===== src/hdl/rmd_pkg.sv =====
package rmd_pkg;

    // message layout
    localparam int MAGIC_LEN      = 6;
    localparam int HEADER_BYTES   = MAGIC_LEN + 1 + 12;
    localparam int WORD_BYTES     = 4;
    localparam int KEY_BYTES_DEF  = 32;
    localparam int HEX_ALPHA_BASE = 10;

    // register map
    localparam int          PADDR_W   = 3;
    localparam logic [2:0]  ADDR_HEX  = 3'd0;

    typedef enum logic [2:0] {
        PH_MAGIC  = 3'd0,
        PH_TYPE   = 3'd1,
        PH_ROUND  = 3'd2,
        PH_SIGNER = 3'd3,
        PH_COUNT  = 3'd4,
        PH_AUX    = 3'd5,
        PH_KEY    = 3'd6,
        PH_DONE   = 3'd7
    } t_phase;

    typedef enum logic [2:0] {
        KIND_NONE   = 3'd0,
        KIND_TYPE   = 3'd1,
        KIND_ROUND  = 3'd2,
        KIND_SIGNER = 3'd3,
        KIND_COUNT  = 3'd4,
        KIND_AUX    = 3'd5,
        KIND_KEY    = 3'd6
    } t_kind;

    typedef enum logic [2:0] {
        ST_OK        = 3'd0,
        ST_BAD_MAGIC = 3'd1,
        ST_TRUNC     = 3'd2,
        ST_TRAILING  = 3'd3,
        ST_BAD_HEX   = 3'd4,
        ST_ODD_HEX   = 3'd5
    } t_status;

    // first parse fault sticks
    typedef enum logic [1:0] {
        FAULT_NONE  = 2'd0,
        FAULT_MAGIC = 2'd1,
        FAULT_TRAIL = 2'd3
    } t_fault;

    // expected magic byte at a position
    function automatic logic [7:0] magic_byte(input logic [2:0] pos);
        logic [7:0] b;
        case (pos)
            3'd0:    b = 8'h43;
            3'd1:    b = 8'h32;
            3'd2:    b = 8'h4D;
            3'd3:    b = 8'h4D;
            3'd4:    b = 8'h53;
            3'd5:    b = 8'h01;
            default: b = 8'h00;
        endcase
        return b;
    endfunction

    // ascii hex character to {bad, nibble}; bad characters give nibble zero
    function automatic logic [4:0] hex_nibble(input logic [7:0] c);
        logic [4:0] r;
        if (c >= 8'h30 && c <= 8'h39) begin
            r = {1'b0, 4'(c - 8'h30)};
        end else if (c >= 8'h61 && c <= 8'h66) begin
            r = {1'b0, 4'(c - 8'h61 + 8'(HEX_ALPHA_BASE))};
        end else if (c >= 8'h41 && c <= 8'h46) begin
            r = {1'b0, 4'(c - 8'h41 + 8'(HEX_ALPHA_BASE))};
        end else begin
            r = 5'b10000;
        end
        return r;
    endfunction

endpackage


===== src/hdl/round_message_deframer_core.sv =====
// a word's result, if it gives one, is registered and shows in the cycle after the word is accepted
// throughput: one word per cycle; the single output register holds the result and
// a new word is taken whenever that register is empty or being drained
// reset (synchronous, active low) clears the parser state, the output valid flag
// and the hex mode register; the parser also returns to reset after each last word
module round_message_deframer_core
    import rmd_pkg::*;
#(
    parameter int KEY_BYTES = KEY_BYTES_DEF
) (
    input  logic               i_clk,
    input  logic               i_rst_n,
    // input words
    input  logic               i_in_valid,
    output logic               o_in_ready,
    input  logic [7:0]         i_data,
    input  logic               i_last,
    // results
    output logic               o_out_valid,
    input  logic               i_out_ready,
    output logic [2:0]         o_kind,
    output logic [31:0]        o_value,
    output logic [31:0]        o_entry_index,
    output logic [4:0]         o_key_byte_index,
    output logic               o_message_end,
    output logic [2:0]         o_status,
    // configuration
    input  logic               psel,
    input  logic               penable,
    input  logic               pwrite,
    input  logic [PADDR_W-1:0] paddr,
    input  logic [31:0]        pwdata,
    output logic [31:0]        prdata,
    output logic               pready
);

    localparam int KEY_W = (KEY_BYTES > 1) ? $clog2(KEY_BYTES) : 1;
    localparam int POS_W = (KEY_W > 3) ? KEY_W : 3;

    // parser state
    t_phase             r_phase, n_phase;
    logic [POS_W-1:0]   r_pos, n_pos;
    logic [23:0]        r_word, n_word;
    logic [31:0]        r_expected, n_expected;
    logic [31:0]        r_entry, n_entry;
    logic [3:0]         r_high, n_high;
    logic               r_half, n_half;
    logic               r_hex_fault, n_hex_fault;
    t_fault             r_fault, n_fault;
    logic               r_hex_input;

    // output register
    logic               r_out_valid, n_out_valid;
    t_kind              r_kind, n_kind;
    logic [31:0]        r_value, n_value;
    logic [31:0]        r_eidx, n_eidx;
    logic [4:0]         r_kidx, n_kidx;
    logic               r_end, n_end;
    t_status            r_status, n_status;

    logic               in_acc;
    logic [4:0]         v_nib;
    logic [7:0]         v_byte;
    logic               v_have;
    logic               v_emit;
    logic [31:0]        v_full;

    assign o_in_ready = !r_out_valid || i_out_ready;
    assign in_acc     = i_in_valid && o_in_ready;

    // configuration port
    assign pready = 1'b1;
    assign prdata = {31'd0, r_hex_input};

    always_ff @(posedge i_clk) begin
        if (!i_rst_n) begin
            r_hex_input <= 1'b0;
        end else if (psel && penable && pwrite && pready && paddr == ADDR_HEX) begin
            r_hex_input <= pwdata[0];
        end
    end

    // byte decode, field parse and verdict
    always_comb begin
        n_phase     = r_phase;
        n_pos       = r_pos;
        n_word      = r_word;
        n_expected  = r_expected;
        n_entry     = r_entry;
        n_high      = r_high;
        n_half      = r_half;
        n_hex_fault = r_hex_fault;
        n_fault     = r_fault;
        n_out_valid = r_out_valid && !i_out_ready;
        n_kind      = r_kind;
        n_value     = r_value;
        n_eidx      = r_eidx;
        n_kidx      = r_kidx;
        n_end       = r_end;
        n_status    = r_status;
        v_nib       = hex_nibble(i_data);
        v_byte      = i_data;
        v_have      = 1'b0;
        v_emit      = 1'b0;
        v_full      = {i_data, r_word};

        if (in_acc) begin
            n_kind   = KIND_NONE;
            n_value  = 32'd0;
            n_eidx   = 32'd0;
            n_kidx   = 5'd0;
            n_status = ST_OK;

            // hex pairing
            if (r_hex_input) begin
                if (v_nib[4]) begin
                    n_hex_fault = 1'b1;
                end
                if (!r_half) begin
                    n_high = v_nib[3:0];
                    n_half = 1'b1;
                end else begin
                    v_byte = {r_high, v_nib[3:0]};
                    v_full = {v_byte, r_word};
                    n_half = 1'b0;
                    v_have = 1'b1;
                end
            end else begin
                n_half = 1'b0;
                v_have = 1'b1;
            end

            // field state machine
            if (v_have) begin
                case (r_phase)
                    PH_MAGIC: begin
                        if (v_byte != magic_byte(r_pos[2:0]) && r_fault == FAULT_NONE) begin
                            n_fault = FAULT_MAGIC;
                        end
                        if (r_pos == POS_W'(MAGIC_LEN - 1)) begin
                            n_pos   = '0;
                            n_phase = PH_TYPE;
                        end else begin
                            n_pos = r_pos + POS_W'(1);
                        end
                    end
                    PH_TYPE: begin
                        v_emit  = 1'b1;
                        n_kind  = KIND_TYPE;
                        n_value = {24'd0, v_byte};
                        n_phase = PH_ROUND;
                    end
                    PH_ROUND, PH_SIGNER, PH_COUNT, PH_AUX: begin
                        if (r_pos < POS_W'(WORD_BYTES - 1)) begin
                            case (r_pos[1:0])
                                2'd0:    n_word[7:0]   = v_byte;
                                2'd1:    n_word[15:8]  = v_byte;
                                default: n_word[23:16] = v_byte;
                            endcase
                            n_pos = r_pos + POS_W'(1);
                        end else begin
                            v_emit  = 1'b1;
                            n_word  = 24'd0;
                            n_pos   = '0;
                            n_value = v_full;
                            case (r_phase)
                                PH_ROUND: begin
                                    n_kind  = KIND_ROUND;
                                    n_phase = PH_SIGNER;
                                end
                                PH_SIGNER: begin
                                    n_kind  = KIND_SIGNER;
                                    n_phase = PH_COUNT;
                                end
                                PH_COUNT: begin
                                    n_kind     = KIND_COUNT;
                                    n_expected = v_full;
                                    n_entry    = 32'd0;
                                    n_phase    = (v_full == 32'd0) ? PH_DONE : PH_AUX;
                                end
                                default: begin
                                    n_kind  = KIND_AUX;
                                    n_eidx  = r_entry;
                                    n_phase = PH_KEY;
                                end
                            endcase
                        end
                    end
                    PH_KEY: begin
                        v_emit  = 1'b1;
                        n_kind  = KIND_KEY;
                        n_value = {24'd0, v_byte};
                        n_eidx  = r_entry;
                        n_kidx  = 5'(r_pos);
                        if (r_pos == POS_W'(KEY_BYTES - 1)) begin
                            n_pos   = '0;
                            n_entry = r_entry + 32'd1;
                            n_phase = (r_entry + 32'd1 == r_expected) ? PH_DONE : PH_AUX;
                        end else begin
                            n_pos = r_pos + POS_W'(1);
                        end
                    end
                    default: begin
                        if (r_fault == FAULT_NONE) begin
                            n_fault = FAULT_TRAIL;
                        end
                    end
                endcase
            end

            // verdict on the last word, then back to reset
            n_out_valid = v_emit || i_last;
            n_end       = i_last;
            if (i_last) begin
                if (r_hex_input && n_half) begin
                    n_status = ST_ODD_HEX;
                end else if (n_hex_fault) begin
                    n_status = ST_BAD_HEX;
                end else if (n_fault == FAULT_MAGIC) begin
                    n_status = ST_BAD_MAGIC;
                end else if (n_phase != PH_DONE) begin
                    n_status = ST_TRUNC;
                end else if (n_fault == FAULT_TRAIL) begin
                    n_status = ST_TRAILING;
                end else begin
                    n_status = ST_OK;
                end
                n_phase     = PH_MAGIC;
                n_pos       = '0;
                n_word      = 24'd0;
                n_expected  = 32'd0;
                n_entry     = 32'd0;
                n_high      = 4'd0;
                n_half      = 1'b0;
                n_hex_fault = 1'b0;
                n_fault     = FAULT_NONE;
            end
        end
    end

    // state and output registers
    always_ff @(posedge i_clk) begin
        if (!i_rst_n) begin
            r_phase     <= PH_MAGIC;
            r_pos       <= '0;
            r_word      <= 24'd0;
            r_expected  <= 32'd0;
            r_entry     <= 32'd0;
            r_high      <= 4'd0;
            r_half      <= 1'b0;
            r_hex_fault <= 1'b0;
            r_fault     <= FAULT_NONE;
            r_out_valid <= 1'b0;
        end else begin
            r_phase     <= n_phase;
            r_pos       <= n_pos;
            r_word      <= n_word;
            r_expected  <= n_expected;
            r_entry     <= n_entry;
            r_high      <= n_high;
            r_half      <= n_half;
            r_hex_fault <= n_hex_fault;
            r_fault     <= n_fault;
            r_out_valid <= n_out_valid;
        end
    end

    always_ff @(posedge i_clk) begin
        r_kind   <= n_kind;
        r_value  <= n_value;
        r_eidx   <= n_eidx;
        r_kidx   <= n_kidx;
        r_end    <= n_end;
        r_status <= n_status;
    end

    assign o_out_valid      = r_out_valid;
    assign o_kind           = r_kind;
    assign o_value          = r_value;
    assign o_entry_index    = r_eidx;
    assign o_key_byte_index = r_kidx;
    assign o_message_end    = r_end;
    assign o_status         = r_status;

    // done only once every announced entry has been seen
    a_done_count: assert property (@(posedge i_clk) disable iff (!i_rst_n)
        r_phase == PH_DONE |-> r_entry == r_expected)
        else $error("done phase with entry count mismatch");

    // the last word returns the parser to its reset state
    a_last_clears: assert property (@(posedge i_clk) disable iff (!i_rst_n)
        in_acc && i_last |=> r_phase == PH_MAGIC && !r_half && !r_hex_fault
                             && r_fault == FAULT_NONE)
        else $error("parser not cleared after last word");

    // an error verdict only rides on the message end
    a_status_end: assert property (@(posedge i_clk) disable iff (!i_rst_n)
        o_out_valid && o_status != ST_OK |-> o_message_end)
        else $error("status without message end");

    // a key byte result carries an in-range key position
    a_key_pos: assert property (@(posedge i_clk) disable iff (!i_rst_n)
        in_acc && r_phase == PH_KEY |-> int'(r_pos) < KEY_BYTES)
        else $error("key position out of range");

endmodule

===== config.mk =====
export PLATFORM = sky130hd
export DESIGN_NAME = round_message_deframer_core
export DESIGN_NICKNAME = d
export VERILOG_FILES = /design/src/hdl/rmd_pkg.sv /design/src/hdl/round_message_deframer_core.sv
export SDC_FILE = /design/constraint.sdc
export NUM_CORES = 1
export LEC_CHECK = 0
export BUFFER_PORTS_ARGS = -buffer_cell sky130_fd_sc_hd__buf_2
export CORE_MARGIN = 2
export CORE_UTILIZATION = 56
export CTS_CLUSTER_DIAMETER = 50
export CTS_CLUSTER_SIZE = 14
export DETAILED_ROUTE_END_ITERATION = 10
export PLACE_DENSITY_LB_ADDON = 0.1
export REMOVE_ABC_BUFFERS = 1
export SLEW_MARGIN = 30
export SYNTH_ARGS = -nofsm -noshare
export SYNTH_HDL_FRONTEND = slang
export SYNTH_SLANG_ARGS = --single-unit

===== constraint.sdc =====
create_clock -name i_clk -period 5.35 [get_ports i_clk]
set_clock_uncertainty 0.2 [all_clocks]
set_input_delay 0 -clock i_clk [delete_from_list [all_inputs] [get_ports i_clk]]
set_output_delay 0 -clock i_clk [all_outputs]
set_load 0.005 [all_outputs]

==> results.tsv <==
stage	metric	value	unit
outcome	status	completed	
floorplanning	ios	162	
logic_synthesis	synth_area_leader_cell	edfxtp_1	
cts	clock-sinks	182	
placed_design	gp_congestion	0.925	
sta	setup_viol	0	
sta	rsz0062_at_grt	false	
cts	numCtsBuffers	17	
final_layout	final_area	10700	um2
cts	cts_tree	yes	
sta	worst_slew_pin_slew	0.913	ns
power_and_ir_drop	power	2.93	mW
final_layout	syn2layout_area_growth	11.6	%
routing	drc	0	
logic_synthesis	async_flop_share	0	%
sta	post-route-period-util	72.6	%
global_routing	overflow	0	
routing	drt_iter0_markers	632	
logic_synthesis	yosysSeqAreaShare	45.9	%
final_layout	nNetsFinal	1185	
cts	clk_pin_slew	0.08	ns
logic_synthesis	synth.area.top_cells	edfxtp_1 24%, dfxtp_1 22%, nor2_1 5.3%	
critical_path	cp.arrival	3.88	ns
final_layout	n_antenna_cell	0	
critical_path	cp_max_fo	10	
routing	dr.pass1.iters	5	
logic_synthesis	ys.flop_type	dfxtp_1	
cts	insertion_delay	0.44	ns
logic_synthesis	syn_inst	1061	
power_and_ir_drop	power.density	274	nW/um2
final_layout	layout.cells.non_filler	1357	
placed_design	io_buffers	98	
final_layout	utilization	64.3	%
floorplanning	die_x	135	um
final_layout	seqCellArea	4400	um2
power_and_ir_drop	power_frac_comb	6.8	%
global_routing	grt_pass1_wl	37.4	mm
power_and_ir_drop	leakage	4.03	nW
logic_synthesis	ys_types	72	
routing	vias	7992	
power_and_ir_drop	vdd_drop_max	0.000232	V
logic_synthesis	synth_edf_count	76	
floorplanning	rows	47	
sta	final.min_clock_period	3.88	ns
floorplanning	fp.dieArea	18200	um2
placed_design	place_ws	1.49	ns
cts	cts-root-buf	clkbuf_16	
hold_path	min_path_type	input port to flip-flop	
placed_design	dpl.cell_count	1314	
power_and_ir_drop	p_int	2.17	mW
logic_synthesis	synth_area_per_cell	9.04	um2
sta	postLayoutSetupSlackWorst	1.47	ns
sta	finalHoldWorstSlack	0.0353	ns
placed_design	placed_area	10000	um2
logic_synthesis	synth_top_area_share	23.8	%
global_routing	grt_max_degree	65	
logic_synthesis	yosys_register_bits	182	
cts	cts_resized	0	
routing	wl	23.7	mm
routing	wl_per_cell	17.5	um
power_and_ir_drop	p_clk_share	42.2	%
power_and_ir_drop	p_sw_share	25.9	%
sta	drv_slew	0	
global_routing	grt_usage	26.2	%
routing	viasPerCell	5.89	
global_routing	antenna_found_initial	0	
cts	htree_levels	4	
floorplanning	die_y	135	um
power_and_ir_drop	pwr-share-seq	51.1	%
logic_synthesis	yosys_warnings	0	
sta	maxSlewHeadroom	39.0	%
cts	clockBufferDepth	2	
critical_path	critPathRequiredTime	5.35	ns
floorplanning	core_area	16600	um2
placed_design	hpwlAfterDp	15.9	mm
sta	max_freq	257	MHz
floorplanning	start_util	57.6	%
flow_run	maxCapViolations	0	
global_routing	first_global_vias	7077	
sta	tns	0	ns
critical_path	end_kind	flip-flop	
power_and_ir_drop	p_sw	0.761	mW
sta	hold_violations	0	
final_layout	fill_cells	1433	
final_layout	drive_above_1_share	14.1	%
final_layout	multi_input_area	4700	um2
critical_path	critPathKind	flip-flop to flip-flop	
logic_synthesis	synth_area	9590	um2
critical_path	crit_path_start_kind	flip-flop	
routing	drtAntennaViolNets	0	
-- layout by cell type, fill, tap and decap left out, types with 11 or more instances in the layout --
cell,instances
nor2_1,135
dfxtp_1,106
buf_2,98
a21oi_1,97
edfxtp_1,76
and2_1,57
nand2_1,53
o21ai_0,52
nor3_1,37
xnor2_1,33
conb_1,32
mux2i_1,31
nor3b_1,27
nand3_1,20
inv_1,19
nand4_1,17
clkbuf_16,17
nor4_1,16
or3_1,16
xor2_1,14
nand3b_1,13
a21o_1,12
dlygate4sd3_1,11
-- sequential cells by signal, indices dropped and copies added, names as in the netlist --
signal / cells
o_entry_index: 32
o_value: 32
r_entry: 32
r_expected: 32
r_word: 24
o_key_byte_index: 5
r_pos: 5
r_high: 4
o_kind: 3
o_status: 3
r_phase: 3
r_fault: 2
o_message_end: 1
o_out_valid: 1
r_half: 1
r_hex_fault: 1
r_hex_input: 1
-- path summary, 6_finish.rpt --
kind / cells past startpoint / to / start / slack (ns)
setup / recovery: 9 / o_status[1]$_SDFFCE_PP0P_ / r_entry[0]$_SDFFE_PN0P_ / 1.47
hold / removal: 3 / o_value[31]$_SDFFCE_PP0P_ / i_data[7] / 0.04
setup reg to reg: 9 / o_status[1]$_SDFFCE_PP0P_ / r_entry[0]$_SDFFE_PN0P_ / 1.47
hold reg to reg: 2 / r_entry[31]$_SDFFE_PN0P_ / r_entry[31]$_SDFFE_PN0P_ / 0.30
-- cell type report --
cell class	instances	share of cell area, %
Clock buffer	17	3.98
Clock inverter	15	1.53
Inverter	21	0.748
Multi-Input combinational cell	786	43.9
Sequential cell	182	41.2
Tap cell	220	2.57
Timing Repair Buffer	116	6.10
-- metal layers --
metal  track usage, %  vias up  wire length (um)
li1                 -     3861                 -
met1             37.0     3798             10800
met2             40.9      295             10900
met3             5.22       38              1550
met4             7.95        0               416
met5                0        -                 0
-- logic make-up after synthesis --
| logic type | after synthesis | synth area share, % |
|---|---|---|
| simple gates | 445 | 25.0 |
| mux | 31 | 3.24 |
| buf+inv | 123 | 6.45 |
| fa+ha+maj | 10 | 1.31 |
| other cells | 2 | 0.0783 |
| xor+xnor | 47 | 4.29 |
| flops | 182 | 45.9 |
| compound gates | 221 | 13.7 |
-- critical path, cell delays in order, from the launching register on --
cell and delay, ns:
dfxtp_1 0.49, ha_1 0.34, and4_1 0.47, nand4_2 0.26, or4_1 0.63, xnor2_1 0.17
a2111oi_0 0.40, and4b_1 0.35, o21a_1 0.23, a21oi_1 0.10
-- power groups by stage --
| stage | clock network, mW | registers (mW) | logic [mW] |
|---|---|---|---|
| after floorplan | 0 | 1.53 | 0.107 |
| after global placement | 0 | 1.53 | 0.189 |
| after detailed placement | 0 | 1.53 | 0.191 |
| after CTS | 1.24 | 1.50 | 0.198 |
| after global routing | 1.30 | 1.50 | 0.218 |
| final | 1.24 | 1.50 | 0.198 |
-- cell usage after synthesis (7+ instances only) --
| cell type | count |
|---|---|
| dfxtp_1 | 106 |
| edfxtp_1 | 76 |
| nand4_1 | 17 |
| buf_4 | 37 |
| inv_1 | 21 |
| ha_1 | 10 |
| mux2i_1 | 31 |
| nand3b_1 | 13 |
| a211oi_1 | 7 |
| or3_1 | 16 |
| a22oi_1 | 7 |
| a21oi_1 | 97 |
| buf_2 | 7 |
| nand3_1 | 20 |
| a21o_1 | 12 |
| nand2_1 | 54 |
| nor3b_1 | 27 |
| nor4_1 | 16 |
| o21ai_0 | 52 |
| xnor2_1 | 33 |
| xor2_1 | 14 |
| o21a_1 | 7 |
| nor3_1 | 37 |
| and4_1 | 10 |
| clkbuf_1 | 52 |
| nor2_1 | 136 |
| and2_1 | 57 |
-- timing repair --
item	in CTS	in global routing
hold buffers	11	0
setup endpoints to repair	0	0
endpoints found under the hold margin	13	0
buffers inserted	0	0
Note: power is estimated with default switching activity, not from simulation.
